## src/bsam_pkg.sv

```systemverilog
package bsam_pkg;

  localparam logic [1:0] OP_MEM_RD = 2'd0;
  localparam logic [1:0] OP_MEM_WR = 2'd1;
  localparam logic [1:0] OP_IO_WR  = 2'd2;
  localparam logic [1:0] OP_IO_RD  = 2'd3;

  localparam logic [2:0] RGN_NONE   = 3'd0;
  localparam logic [2:0] RGN_IPL    = 3'd1;
  localparam logic [2:0] RGN_BASIC  = 3'd2;
  localparam logic [2:0] RGN_EXT    = 3'd3;
  localparam logic [2:0] RGN_RAM    = 3'd4;
  localparam logic [2:0] RGN_COMMON = 3'd5;

  localparam logic [7:0] PORT_ENABLE = 8'hfc;
  localparam logic [7:0] PORT_MODE   = 8'hfd;
  localparam logic [7:0] PORT_BANK   = 8'hfe;

  localparam logic [7:0] IO_ID_BYTE   = 8'he4;
  localparam logic [7:0] IO_IDLE_BYTE = 8'hff;
  localparam logic [7:0] ENABLE_RESET = 8'h80;

  localparam logic [15:0] COMMON_START = 16'hf800;
  localparam logic [17:0] BANK_BASE    = 18'h10000;
  localparam logic [17:0] IPL_BASE     = 18'h01000;
  localparam logic [17:0] RAM_C000     = 18'h0c000;
  localparam logic [17:0] RAM_E000     = 18'h0e000;

  typedef struct packed {
    logic [7:0] mode;
    logic [3:0] bank;
    logic [2:0] rom;
    logic       kanji;
  } map_state_t;

  typedef struct packed {
    logic [2:0]  region;
    logic [17:0] offset;
    logic        writable;
  } map_result_t;

endpackage

```

## src/bsam_if.sv

```systemverilog
interface bsam_in_if;
  logic        valid;
  logic        ready;
  logic [1:0]  op;
  logic [15:0] addr;
  logic [7:0]  data;

  modport source (output valid, output op, output addr, output data, input ready);
  modport sink   (input valid, input op, input addr, input data, output ready);
endinterface

interface bsam_out_if;
  logic        valid;
  logic        ready;
  logic [2:0]  region;
  logic [17:0] phys_offset;
  logic        write_enable;
  logic [7:0]  io_read_data;
  logic        sub_busreq;
  logic        sub_reset;

  modport source (output valid, output region, output phys_offset, output write_enable,
                  output io_read_data, output sub_busreq, output sub_reset, input ready);
  modport sink   (input valid, input region, input phys_offset, input write_enable,
                  input io_read_data, input sub_busreq, input sub_reset, output ready);
endinterface

interface bsam_cfg_if;
  logic valid;
  logic ready;
  logic kanji_rom_present;

  modport source (output valid, output kanji_rom_present, input ready);
  modport sink   (input valid, input kanji_rom_present, output ready);
endinterface

```

## src/bank_switch_address_mapper.sv

```systemverilog
// Bus access translator: one request per cycle in, one result per request out, passing an
// input register, then decode of the small mode/bank/ROM registers into a result register.
// Memory requests return region, offset and write enable; I/O writes to ports
// 0xfc/0xfd/0xfe load the control registers and take effect for the next request, and every
// result carries the sub-CPU bus request level after its request. Stalls on the result side
// back up through both registers; configuration writes are taken in any cycle.
module bank_switch_address_mapper (
  input  logic              clk,
  input  logic              rst_n,
  bsam_in_if.sink           in_ch,
  bsam_out_if.source        out_ch,
  bsam_cfg_if.sink          cfg_ch
);

  logic        s1_v_r;
  logic [1:0]  s1_op_r;
  logic [15:0] s1_addr_r;
  logic [7:0]  s1_data_r;
  logic        out_v_r;
  logic        adv;
  logic        fire;

  bsam_pkg::map_state_t  st;
  bsam_pkg::map_result_t mres;
  logic [7:0] io_rd;
  logic       busreq;
  logic       srst;
  logic       is_mem;
  logic       is_wr;

  assign adv          = ~out_v_r | out_ch.ready;
  assign fire         = s1_v_r & adv;
  assign in_ch.ready  = ~s1_v_r | adv;
  assign cfg_ch.ready = 1'b1;

  always_ff @(posedge clk) begin
    if (!rst_n) begin
      s1_v_r  <= 1'b0;
      out_v_r <= 1'b0;
    end else begin
      if (in_ch.ready) begin
        s1_v_r <= in_ch.valid;
      end
      if (adv) begin
        out_v_r <= s1_v_r;
      end
    end
  end

  always_ff @(posedge clk) begin
    if (in_ch.valid && in_ch.ready) begin
      s1_op_r   <= in_ch.op;
      s1_addr_r <= in_ch.addr;
      s1_data_r <= in_ch.data;
    end
  end

  bsam_map u_map (
    .addr (s1_addr_r),
    .st   (st),
    .res  (mres)
  );

  bsam_regs u_regs (
    .clk          (clk),
    .rst_n        (rst_n),
    .fire         (fire),
    .op           (s1_op_r),
    .port         (s1_addr_r[7:0]),
    .data         (s1_data_r),
    .cfg_we       (cfg_ch.valid),
    .cfg_kanji    (cfg_ch.kanji_rom_present),
    .st           (st),
    .io_read_data (io_rd),
    .sub_busreq   (busreq),
    .sub_reset    (srst)
  );

  assign is_mem = (s1_op_r == bsam_pkg::OP_MEM_RD) || (s1_op_r == bsam_pkg::OP_MEM_WR);
  assign is_wr  = (s1_op_r == bsam_pkg::OP_MEM_WR);

  always_ff @(posedge clk) begin
    if (fire) begin
      out_ch.region       <= is_mem ? mres.region : bsam_pkg::RGN_NONE;
      out_ch.phys_offset  <= is_mem ? mres.offset : '0;
      out_ch.write_enable <= is_wr & mres.writable & (mres.region != bsam_pkg::RGN_NONE);
      out_ch.io_read_data <= io_rd;
      out_ch.sub_busreq   <= busreq;
      out_ch.sub_reset    <= srst;
    end
  end

  assign out_ch.valid = out_v_r;

endmodule

```

## src/bsam_map.sv

```systemverilog
module bsam_map (
  input  logic                 [15:0] addr,
  input  bsam_pkg::map_state_t        st,
  output bsam_pkg::map_result_t       res
);

  logic [1:0]  m;
  logic [12:0] d_rom;
  logic [13:0] d_bank;
  logic [3:0]  ma_m2;
  logic [2:0]  mo_m3;
  logic [2:0]  mo_p1;
  logic [17:0] a18;
  logic [17:0] common_off;
  bsam_pkg::map_result_t r;

  assign m          = st.mode[1:0];
  assign a18        = {2'b00, addr};
  assign d_rom      = addr[12:0];
  assign d_bank     = addr[13:0];
  assign ma_m2      = st.bank - 4'd2;
  assign mo_m3      = st.rom - 3'd3;
  assign mo_p1      = st.rom + 3'd1;
  assign common_off = {7'd0, addr[10:0]};

  always_comb begin
    r = '{region: bsam_pkg::RGN_NONE, offset: '0, writable: 1'b0};
    if (m == 2'd1) begin
      if (addr < bsam_pkg::COMMON_START) begin
        r = '{region: bsam_pkg::RGN_RAM, offset: a18, writable: 1'b1};
      end else begin
        r = '{region: bsam_pkg::RGN_COMMON, offset: common_off, writable: 1'b1};
      end
    end else if (addr[15:13] == 3'd0) begin
      if (m == 2'd0) begin
        r = '{region: bsam_pkg::RGN_IPL,
              offset: bsam_pkg::IPL_BASE + {6'd0, addr[11:0]}, writable: 1'b0};
      end else if (m == 2'd2) begin
        r = '{region: bsam_pkg::RGN_BASIC, offset: a18, writable: 1'b0};
      end else begin
        r = '{region: bsam_pkg::RGN_RAM, offset: a18, writable: 1'b1};
      end
    end else if (addr[15:13] == 3'd1) begin
      if (m == 2'd0) begin
        r = '{region: bsam_pkg::RGN_BASIC, offset: a18, writable: 1'b0};
      end else if (st.rom >= 3'd3 && st.rom <= 3'd6) begin
        r = '{region: bsam_pkg::RGN_EXT, offset: {3'd0, mo_m3[1:0], d_rom}, writable: 1'b0};
      end else if (st.rom == 3'd7) begin
        r = '{region: bsam_pkg::RGN_NONE, offset: '0, writable: 1'b0};
      end else if (m == 2'd2) begin
        r = '{region: bsam_pkg::RGN_BASIC, offset: {2'd0, mo_p1, d_rom}, writable: 1'b0};
      end else if (st.rom == 3'd0) begin
        r = '{region: bsam_pkg::RGN_RAM, offset: a18, writable: 1'b1};
      end else if (st.rom == 3'd1) begin
        r = '{region: bsam_pkg::RGN_RAM,
              offset: bsam_pkg::RAM_C000 + {5'd0, d_rom}, writable: 1'b1};
      end else begin
        r = '{region: bsam_pkg::RGN_RAM,
              offset: bsam_pkg::RAM_E000 + {5'd0, d_rom}, writable: 1'b1};
      end
    end else if (addr[15:14] != 2'b11) begin
      r = '{region: bsam_pkg::RGN_RAM, offset: a18, writable: 1'b1};
    end else begin
      if (st.bank == 4'd15) begin
        if (addr >= bsam_pkg::COMMON_START) begin
          r = '{region: bsam_pkg::RGN_COMMON, offset: common_off, writable: 1'b1};
        end
      end else if (m == 2'd0 || m == 2'd2) begin
        if (st.bank == 4'd0) begin
          r = '{region: bsam_pkg::RGN_RAM, offset: a18, writable: 1'b1};
        end else if (st.bank == 4'd1) begin
          r = '{region: bsam_pkg::RGN_RAM, offset: {4'd0, d_bank}, writable: 1'b1};
        end else if (m == 2'd2 && st.bank <= 4'd13) begin
          r = '{region: bsam_pkg::RGN_RAM,
                offset: bsam_pkg::BANK_BASE + {ma_m2, d_bank}, writable: 1'b1};
        end
      end else begin
        if (st.bank <= 4'd11) begin
          r = '{region: bsam_pkg::RGN_RAM,
                offset: bsam_pkg::BANK_BASE + {st.bank, d_bank}, writable: 1'b1};
        end
      end
    end
    if (r.region == bsam_pkg::RGN_RAM && r.offset[17] && st.kanji) begin
      r.writable = 1'b0;
    end
  end

  assign res = r;

endmodule

```

## src/bsam_regs.sv

```systemverilog
module bsam_regs (
  input  logic                       clk,
  input  logic                       rst_n,
  input  logic                       fire,
  input  logic                 [1:0] op,
  input  logic                 [7:0] port,
  input  logic                 [7:0] data,
  input  logic                       cfg_we,
  input  logic                       cfg_kanji,
  output bsam_pkg::map_state_t       st,
  output logic                 [7:0] io_read_data,
  output logic                       sub_busreq,
  output logic                       sub_reset
);

  logic [7:0] mode_r, mode_nxt;
  logic [3:0] bank_r, bank_nxt;
  logic [2:0] rom_r, rom_nxt;
  logic [7:0] enable_r, enable_nxt;
  logic       kanji_r;

  always_comb begin
    mode_nxt     = mode_r;
    bank_nxt     = bank_r;
    rom_nxt      = rom_r;
    enable_nxt   = enable_r;
    io_read_data = bsam_pkg::IO_IDLE_BYTE;
    sub_reset    = 1'b0;
    if (op == bsam_pkg::OP_IO_WR) begin
      unique case (port)
        bsam_pkg::PORT_ENABLE: enable_nxt = data;
        bsam_pkg::PORT_MODE: begin
          mode_nxt  = data;
          sub_reset = ~data[7];
        end
        bsam_pkg::PORT_BANK: begin
          rom_nxt  = data[2:0];
          bank_nxt = data[7:4];
        end
        default: ;
      endcase
    end else if (op == bsam_pkg::OP_IO_RD) begin
      unique case (port)
        bsam_pkg::PORT_MODE: io_read_data = mode_r;
        bsam_pkg::PORT_BANK: io_read_data = bsam_pkg::IO_ID_BYTE;
        default: ;
      endcase
    end
    sub_busreq = ~(~enable_nxt[1] & mode_nxt[7]);
  end

  always_ff @(posedge clk) begin
    if (!rst_n) begin
      mode_r   <= '0;
      bank_r   <= '0;
      rom_r    <= '0;
      enable_r <= bsam_pkg::ENABLE_RESET;
      kanji_r  <= 1'b0;
    end else begin
      if (fire) begin
        mode_r   <= mode_nxt;
        bank_r   <= bank_nxt;
        rom_r    <= rom_nxt;
        enable_r <= enable_nxt;
      end
      if (cfg_we) begin
        kanji_r <= cfg_kanji;
      end
    end
  end

  assign st = '{mode: mode_r, bank: bank_r, rom: rom_r, kanji: kanji_r};

endmodule

```

## src/flat_wrapper.sv

```systemverilog
// flat-port wrapper written by rule: the top's interface ports become plain ports
module bank_switch_address_mapper_flat 
  (clk, rst_n, in_ch_valid, in_ch_op, in_ch_addr, in_ch_data, in_ch_ready, out_ch_valid, out_ch_region, out_ch_phys_offset, out_ch_write_enable, out_ch_io_read_data, out_ch_sub_busreq, out_ch_sub_reset, out_ch_ready, cfg_ch_valid, cfg_ch_kanji_rom_present, cfg_ch_ready);
  bsam_in_if in_ch_i ();
  bsam_out_if out_ch_i ();
  bsam_cfg_if cfg_ch_i ();
  input  logic clk;
  input  logic rst_n;
  input wire logic [$bits(in_ch_i.valid)-1:0] in_ch_valid;
  input wire logic [$bits(in_ch_i.op)-1:0] in_ch_op;
  input wire logic [$bits(in_ch_i.addr)-1:0] in_ch_addr;
  input wire logic [$bits(in_ch_i.data)-1:0] in_ch_data;
  output wire logic [$bits(in_ch_i.ready)-1:0] in_ch_ready;
  output wire logic [$bits(out_ch_i.valid)-1:0] out_ch_valid;
  output wire logic [$bits(out_ch_i.region)-1:0] out_ch_region;
  output wire logic [$bits(out_ch_i.phys_offset)-1:0] out_ch_phys_offset;
  output wire logic [$bits(out_ch_i.write_enable)-1:0] out_ch_write_enable;
  output wire logic [$bits(out_ch_i.io_read_data)-1:0] out_ch_io_read_data;
  output wire logic [$bits(out_ch_i.sub_busreq)-1:0] out_ch_sub_busreq;
  output wire logic [$bits(out_ch_i.sub_reset)-1:0] out_ch_sub_reset;
  input wire logic [$bits(out_ch_i.ready)-1:0] out_ch_ready;
  input wire logic [$bits(cfg_ch_i.valid)-1:0] cfg_ch_valid;
  input wire logic [$bits(cfg_ch_i.kanji_rom_present)-1:0] cfg_ch_kanji_rom_present;
  output wire logic [$bits(cfg_ch_i.ready)-1:0] cfg_ch_ready;
  assign in_ch_i.valid = in_ch_valid;
  assign in_ch_i.op = in_ch_op;
  assign in_ch_i.addr = in_ch_addr;
  assign in_ch_i.data = in_ch_data;
  assign in_ch_ready = in_ch_i.ready;
  assign out_ch_valid = out_ch_i.valid;
  assign out_ch_region = out_ch_i.region;
  assign out_ch_phys_offset = out_ch_i.phys_offset;
  assign out_ch_write_enable = out_ch_i.write_enable;
  assign out_ch_io_read_data = out_ch_i.io_read_data;
  assign out_ch_sub_busreq = out_ch_i.sub_busreq;
  assign out_ch_sub_reset = out_ch_i.sub_reset;
  assign out_ch_i.ready = out_ch_ready;
  assign cfg_ch_i.valid = cfg_ch_valid;
  assign cfg_ch_i.kanji_rom_present = cfg_ch_kanji_rom_present;
  assign cfg_ch_ready = cfg_ch_i.ready;
  bank_switch_address_mapper u_core (.clk(clk), .rst_n(rst_n), .in_ch(in_ch_i), .out_ch(out_ch_i), .cfg_ch(cfg_ch_i));
endmodule
```

## config.mk

```make
export PLATFORM = sky130hd
export DESIGN_NAME = bank_switch_address_mapper_flat
export DESIGN_NICKNAME = d
export VERILOG_FILES = /design/src/bsam_pkg.sv /design/src/bsam_if.sv /design/src/bank_switch_address_mapper.sv /design/src/bsam_map.sv /design/src/bsam_regs.sv /design/src/flat_wrapper.sv
export SDC_FILE = /design/constraint.sdc
export NUM_CORES = 1
export LEC_CHECK = 0
export BUFFER_PORTS_ARGS = -buffer_cell sky130_fd_sc_hd__clkbuf_2
export CAP_MARGIN = 20
export CELL_PAD_IN_SITES_DETAIL_PLACEMENT = 2
export CELL_PAD_IN_SITES_GLOBAL_PLACEMENT = 2
export CORE_AREA = 2 2 96 98
export CTS_BUF_LIST = sky130_fd_sc_hd__clkbuf_2
export DETAILED_ROUTE_END_ITERATION = 8
export DIE_AREA = 0 0 98 100
export GPL_TIMING_DRIVEN = 0
export PLACE_DENSITY_LB_ADDON = 0.1
export REMOVE_ABC_BUFFERS = 1
export SLEW_MARGIN = 20
export SYNTH_ARGS = -nofsm -noshare
export SYNTH_HDL_FRONTEND = slang
export SYNTH_SLANG_ARGS = --single-unit
```

## constraint.sdc

```tcl
create_clock -name clk -period 4.4 [get_ports clk]
set_input_delay 0.22 -clock clk [delete_from_list [all_inputs] [get_ports clk]]
set_output_delay 0.22 -clock clk [all_outputs]
set_load 0.03 [all_outputs]
```

After elaboration in Yosys (flattened, before gate mapping) --
Index checks and enable logic that the tools add are counted.
Storage, ports and cells: register bits 78, input bits 32, output and inout port bits 35, logic and storage cells 103
Operators by class: $add $sub $neg 8, order comparisons 6, equal/unequal tests 15, muxes and demuxes 26, bitwise logic cells 12, reduce and logical (&&, ||, !) cells 18
Operators by type and width (count):
- $mux 22 | 17
- $add 17x18->18 const A | 2
- $mux 18 | 2
- $add 16x13->17 const A | 2
- $eq 8x8->1 const B | 3
- $mux 20 | 1
- $ge 16x16->1 const B | 1
- $lt 16x16->1 const B | 1
- $mux 8 | 2
- $pmux 8 s2 | 1
- $add 13x12->14 const A | 1
- $reduce_and 3->1 | 3
- $le 4x4->1 const B | 2
- $eq 2x2->1 const B | 3
- $eq 3x1->1 const B | 2
- $eq 3x3->1 const B | 2
- $logic_not 3->1 | 2
- $not 1->1 | 6
- $logic_and 1x1->1 | 5
- $and 1x1->1 | 4
- $eq 2x1->1 const B | 2
- $eq 4x1->1 const B | 1
- $eq 4x4->1 const B | 1
- $logic_not 2->1 | 2
- other kinds (14) | 17

Logic depth before layout (Yosys ltp) --
depth in word-level cells 17, mapped depth 8, depth with buffers taken out 7

By module --
A second synthesis with hierarchy kept.
Second synthesis, totals: cells, all modules 303, area, all modules 3719.8 µm²
By module, submodules not included:
- bank_switch_address_mapper | times used 1, cells each 95, area each 2005.7 µm², seq. area each 1781.7 µm²
- bsam_map | times used 1, cells each 123, area each 877.1 µm², seq. area each 0.0 µm²
- bsam_regs | times used 1, cells each 85, area each 837.1 µm², seq. area each 340.3 µm²

Worst setup path after synthesis --
OpenSTA, ideal clock, no wires.
path type register -> register, start point reg u_core.out_v_r, in the netlist u_core.out_ch.valid, end point reg u_core.out_ch.io_read_data[0] (enable), setup time 425 ps, arrival 2062 ps, required time 3975 ps, setup slack 1913 ps, stages on the path, launching flop included 3, buffers on the path 0, clock period less this slack 2487 ps, cells stage by stage dfxtp_1 > nor2b_1 > nor2b_1
On the way: cells in the longest elaborated chain, start to end 3
Ends and longest elaborated chain:
- start: declaration | line bank_switch_address_mapper.sv:19 | logic out_v_r;
- start signal: assignment | line bank_switch_address_mapper.sv:45 | out_v_r <= s1_v_r;
- $not 1->1 | line bank_switch_address_mapper.sv:31 | assign adv = ~out_v_r | out_ch.ready;
- $or 1x1->1 | line bank_switch_address_mapper.sv:31
- $and 1x1->1 | line bank_switch_address_mapper.sv:32 | assign fire = s1_v_r & adv;
- via u_core.fire | line bank_switch_address_mapper.sv:21 | logic fire;
- end signal: assignment | line bank_switch_address_mapper.sv:87 | out_ch.io_read_data <= io_rd;
- end: declaration | line bsam_if.sv:23 | output io_read_data, output sub_busreq, output sub_reset, input ready);
The timed path passes the listed nets, and every way through them passes these cells. A chain may end at the register's enable or synchronous reset.

Worst setup path in the final report --
start point reg u_core.u_regs.rom_r[1], end point reg u_core.out_ch.phys_offset[1], data pin
On the way: cells in the longest elaborated chain, start to end 10, elaborated cells between the ends (all ways) 15, those cells by class order compare (2); eq/ne (2); mux (9); reduce/logical (2)
Ends and longest elaborated chain:
- start: declaration | line bsam_regs.sv:18 | logic [2:0] rom_r, rom_nxt;
- start signal: assignment | line bsam_regs.sv:63 | rom_r <= rom_nxt;
- $eq 3x1->1 | line bsam_map.sv:54 | end else if (st.rom == 3'd1) begin
- $mux 18 | line bsam_map.sv:54
- $mux 18 | line bsam_map.sv:52 | end else if (st.rom == 3'd0) begin
- $mux 22 | line bsam_map.sv:50 | end else if (m == 2'd2) begin
- $mux 22 | line bsam_map.sv:48 | end else if (st.rom == 3'd7) begin
- $mux 22 * | line bsam_map.sv:46 | end else if (st.rom >= 3'd3 && st.rom <= 3'd6) begin
- $mux 22 * | line bsam_map.sv:44 | if (m == 2'd0) begin
- $mux 22 * | line bsam_map.sv:43 | end else if (addr[15:13] == 3'd1) begin
- $mux 22 * | line bsam_map.sv:34 | end else if (addr[15:13] == 3'd0) begin
- $mux 22 * | line bsam_map.sv:28 | if (m == 2'd1) begin
- end signal: assignment | line bank_switch_address_mapper.sv:85 | out_ch.phys_offset <= is_mem ? mres.offset : '0;
- end: declaration | line bsam_if.sv:22 | modport source (output valid, output region, output phys_offset, output write_enable,
Every way passes the cells marked *; elsewhere a longest branch is shown, timed or not.

==> impl_metrics.tcl <==
set metrics [dict create \
    status "complete, no violations" \
    finalSetupTns_ns 0 \
    cp.required_ns 4.67 \
    hpwl_mm 6.75 \
    netlist.area_leader.share 0.494 \
    cts_buffers 9 \
    fmax_ghz 0.355 \
    ys_types 49 \
    cts-root-buf "clkbuf_2" \
    cts_tree "built" \
    rsz0062_at_grt "no" \
    cts_setup_buffers 0 \
    grt_max_degree 27 \
    cp_slowest_cell "nor4_2" \
    cp_cell_sequence "ha_1 -> ha_1 -> a211o_1 -> a31oi_1 -> nor2_1 -> nor4_2 -> buf_2 -> a21oi_1" \
    cts.repair.resized 0 \
    hold_ws_ns 0.0986 \
    io_pins 67 \
    synth_largest_area_cell "edfxtp_1" \
    fp.dieW_um 98 \
    arrival_ns 3.08 \
    synth_edf_count 58 \
    hold_buffers 29 \
    clk_latency_ns 0.53 \
    hold_class "primary input to register" \
    firstDrtPassIters 4 \
    n_antenna_cell 0 \
    ys.flop_type "edfxtp_1" \
    multiInputGateArea_um2 1330 \
    syn_area_per_cell_um2 12.1 \
    grt_first_pass_wirelength_mm 15.3 \
    regArea_um2 2120 \
    htree_levels 3 \
    max_cap_violations 0 \
    synth-seq-cells 77 \
    critPathLaunchType "register" \
    setup_viol_count_final 0 \
    crit_type "register to register" \
    grt_remaining_overflow 0 \
    grtUsageTotal 0.201 \
    crit_path_start "u_core.u_regs.rom_r[1]$_SDFFE_PN0P_" \
    numPortBuffers 65 \
    antenna_found_initial 0 \
    worstReg2RegStart "u_core.u_regs.rom_r[1]$_SDFFE_PN0P_" \
    fp-row-count 35 \
    dieArea_um2 9800 \
    ys_seq_area_frac 0.602 \
    gp_congestion 0.766 \
    cts.reportedPaths.clkPinSlew_ns 0.24 \
    yosys_warnings 0 \
    wire_per_inst_um 19.2 \
    drv_slew 0 \
    period_share 0.640 \
    route.vias.total 2670 \
    path_max_fanout 7 \
    slew-limit-headroom 0.506 \
    irDropWorstVdd_mv 0.154 \
    final_nets 431 \
    ant_nets 0 \
    die_h_um 100 \
    initial_core_util 0.396 \
    finish.utilization 0.494 \
    leakagePower_nw 1.65 \
    n_fill_cell 922 \
    layout_min_cycle_time_ns 2.82 \
    cts_sinks 77 \
    layout-drive-gt1-share 0.234 \
    hold_viol 0 \
    grt_pass1_vias 2835 \
    synthTopCellsByArea "edfxtp_1 49%, dfxtp_1 11%, mux2i_1 4.5%" \
    endpoint_kind "register" \
    worst_pin_slew_ns 0.738 \
    critPathMaxStageDelay_ns 0.65 \
    drc 0 \
    synth-async-reset-ratio 0 \
    min_from "out_ch_ready" \
    avgViaCountPerCell 5.29 \
    core_um2 8890 \
    power_density_nw_per_um2 310 \
    fin_skew_ns 0.0609 \
    syn_to_final_growth_pct 24.5 \
    ctsLongestPathBuffers 2 \
    synthesis.instances 292 \
    routed_wl_mm 9.68 \
    drt-initial-drc-count 140 \
    netlist_area_um2 3520 \
    crit_top_cell "ha_1" \
]
==> cell families (layout without fill, tap and decap cells) <==
logic type / Yosys count / count (layout) / synth area share
flops: 77 / 77 / 0.602
xor+xnor: 1 / 1 / 0.00674
compound gates: 61 / 61 / 0.110
other cells: 1 / 1 / 0.00106
simple gates: 106 / 106 / 0.173
buf+inv: 20 / 122 / 0.0266
fa+ha+maj: 10 / 10 / 0.0355
mux: 16 / 16 / 0.0454
==> state kept, by name (all words and copies together), names as in the netlist <==
register and count:
u_core.out_ch.phys_offset 18, u_core.s1_addr_r 16, u_core.out_ch.io_read_data 8, u_core.s1_data_r 8, u_core.u_regs.mode_r 8, u_core.u_regs.bank_r 4, u_core.out_ch.region 3, u_core.u_regs.rom_r 3
u_core.s1_op_r 2, u_core.out_ch.sub_busreq 1, u_core.out_ch.sub_reset 1, u_core.out_ch.valid 1, u_core.out_ch.write_enable 1, u_core.s1_v_r 1, u_core.u_regs.enable_r 1, u_core.u_regs.kanji_r 1
==> critical path, delay by kind of cell (launching register included) <==
kind | cells | cell delay (ns)
DFF | 1 | 0.43
adders and majority gates | 2 | 0.48
and+or+nand+nor | 2 | 0.74
buffers and inverters | 1 | 0.29
AOI/OAI and AO/OA | 3 | 0.64
==> placed cells by master, fill, tap and decap left out, types with 4 or more instances in the layout <==
cell type      count
ha_1              10
a31oi_1            4
dfxtp_1           19
edfxtp_1          58
inv_1             10
nand2b_1          23
dlygate4sd3_1     29
mux2i_1           16
nand4_1            4
o21ai_0           11
nor2b_1           20
nand3_1            5
clkbuf_2          74
a21oi_1           22
nor2_1            16
nand2_1           11
nor3_1             9
==> metal layers <==
metal	wire length, µm	track usage
met5	0	0
met2	5140	0.371
met4	92	0.0481
met3	315	0.0348
met1	4130	0.246
==> cells in the mapped netlist (all sizes together) (4+ instances only) <==
library cell and instances:
nor2 17, o21ai 12, and2 4, nand2 11, inv 10, nand3 5, ha 10, edfxtp 58
nor3 9, nand2b 23, a21oi 22, dfxtp 19, nor2b 22, a31oi 5, buf 7, mux2i 16
nand4 4
==> power breakdown <==
group | leakage, nW | switching [mW] | internal (mW) | total, mW
logic | 0.903 | 0.0745 | 0.0531 | 0.128
clock network | 0.0723 | 0.269 | 0.133 | 0.403
registers | 0.678 | 0.0199 | 0.812 | 0.832
total | 1.65 | 0.364 | 0.998 | 1.36
==> final cells by class <==
type,count,share of cell area
clock inverter,7,0.0168
multi-input combinational,195,0.303
clock buffer,9,0.0103
tap,111,0.0317
inverter,10,0.00855
sequential,77,0.484
timing repair buffer,96,0.146
==> final timing paths <==
| kind | end | slack, ns | cells past startpoint |
|---|---|---|---|
| min reg2reg | u_core.u_regs.mode_r[2]$_SDFFE_PN0P_ | 0.55 | 2 |
| max reg2reg | u_core.out_ch.phys_offset[1]$_SDFFCE_PP0P_ | 1.58 | 8 |
| max | u_core.out_ch.phys_offset[1]$_SDFFCE_PP0P_ | 1.58 | 8 |
| min | u_core.out_ch.valid$_SDFFE_PN0P_ | 0.1 | 3 |
==> per-stage QoR <==
stage,setup WS [ns],instances,power (mW),area (µm²)
6_report,1.58,505,1.36,4390
5_1_grt,1.31,505,1.41,4390
4_1_cts,1.39,505,1.37,4380
3_5_place_dp,1.44,460,0.954,3970
3_3_place_gp,0.968,458,0.943,3930
2_1_floorplan,1.76,282,0.901,3470
Power figures use the tool's default switching activity.
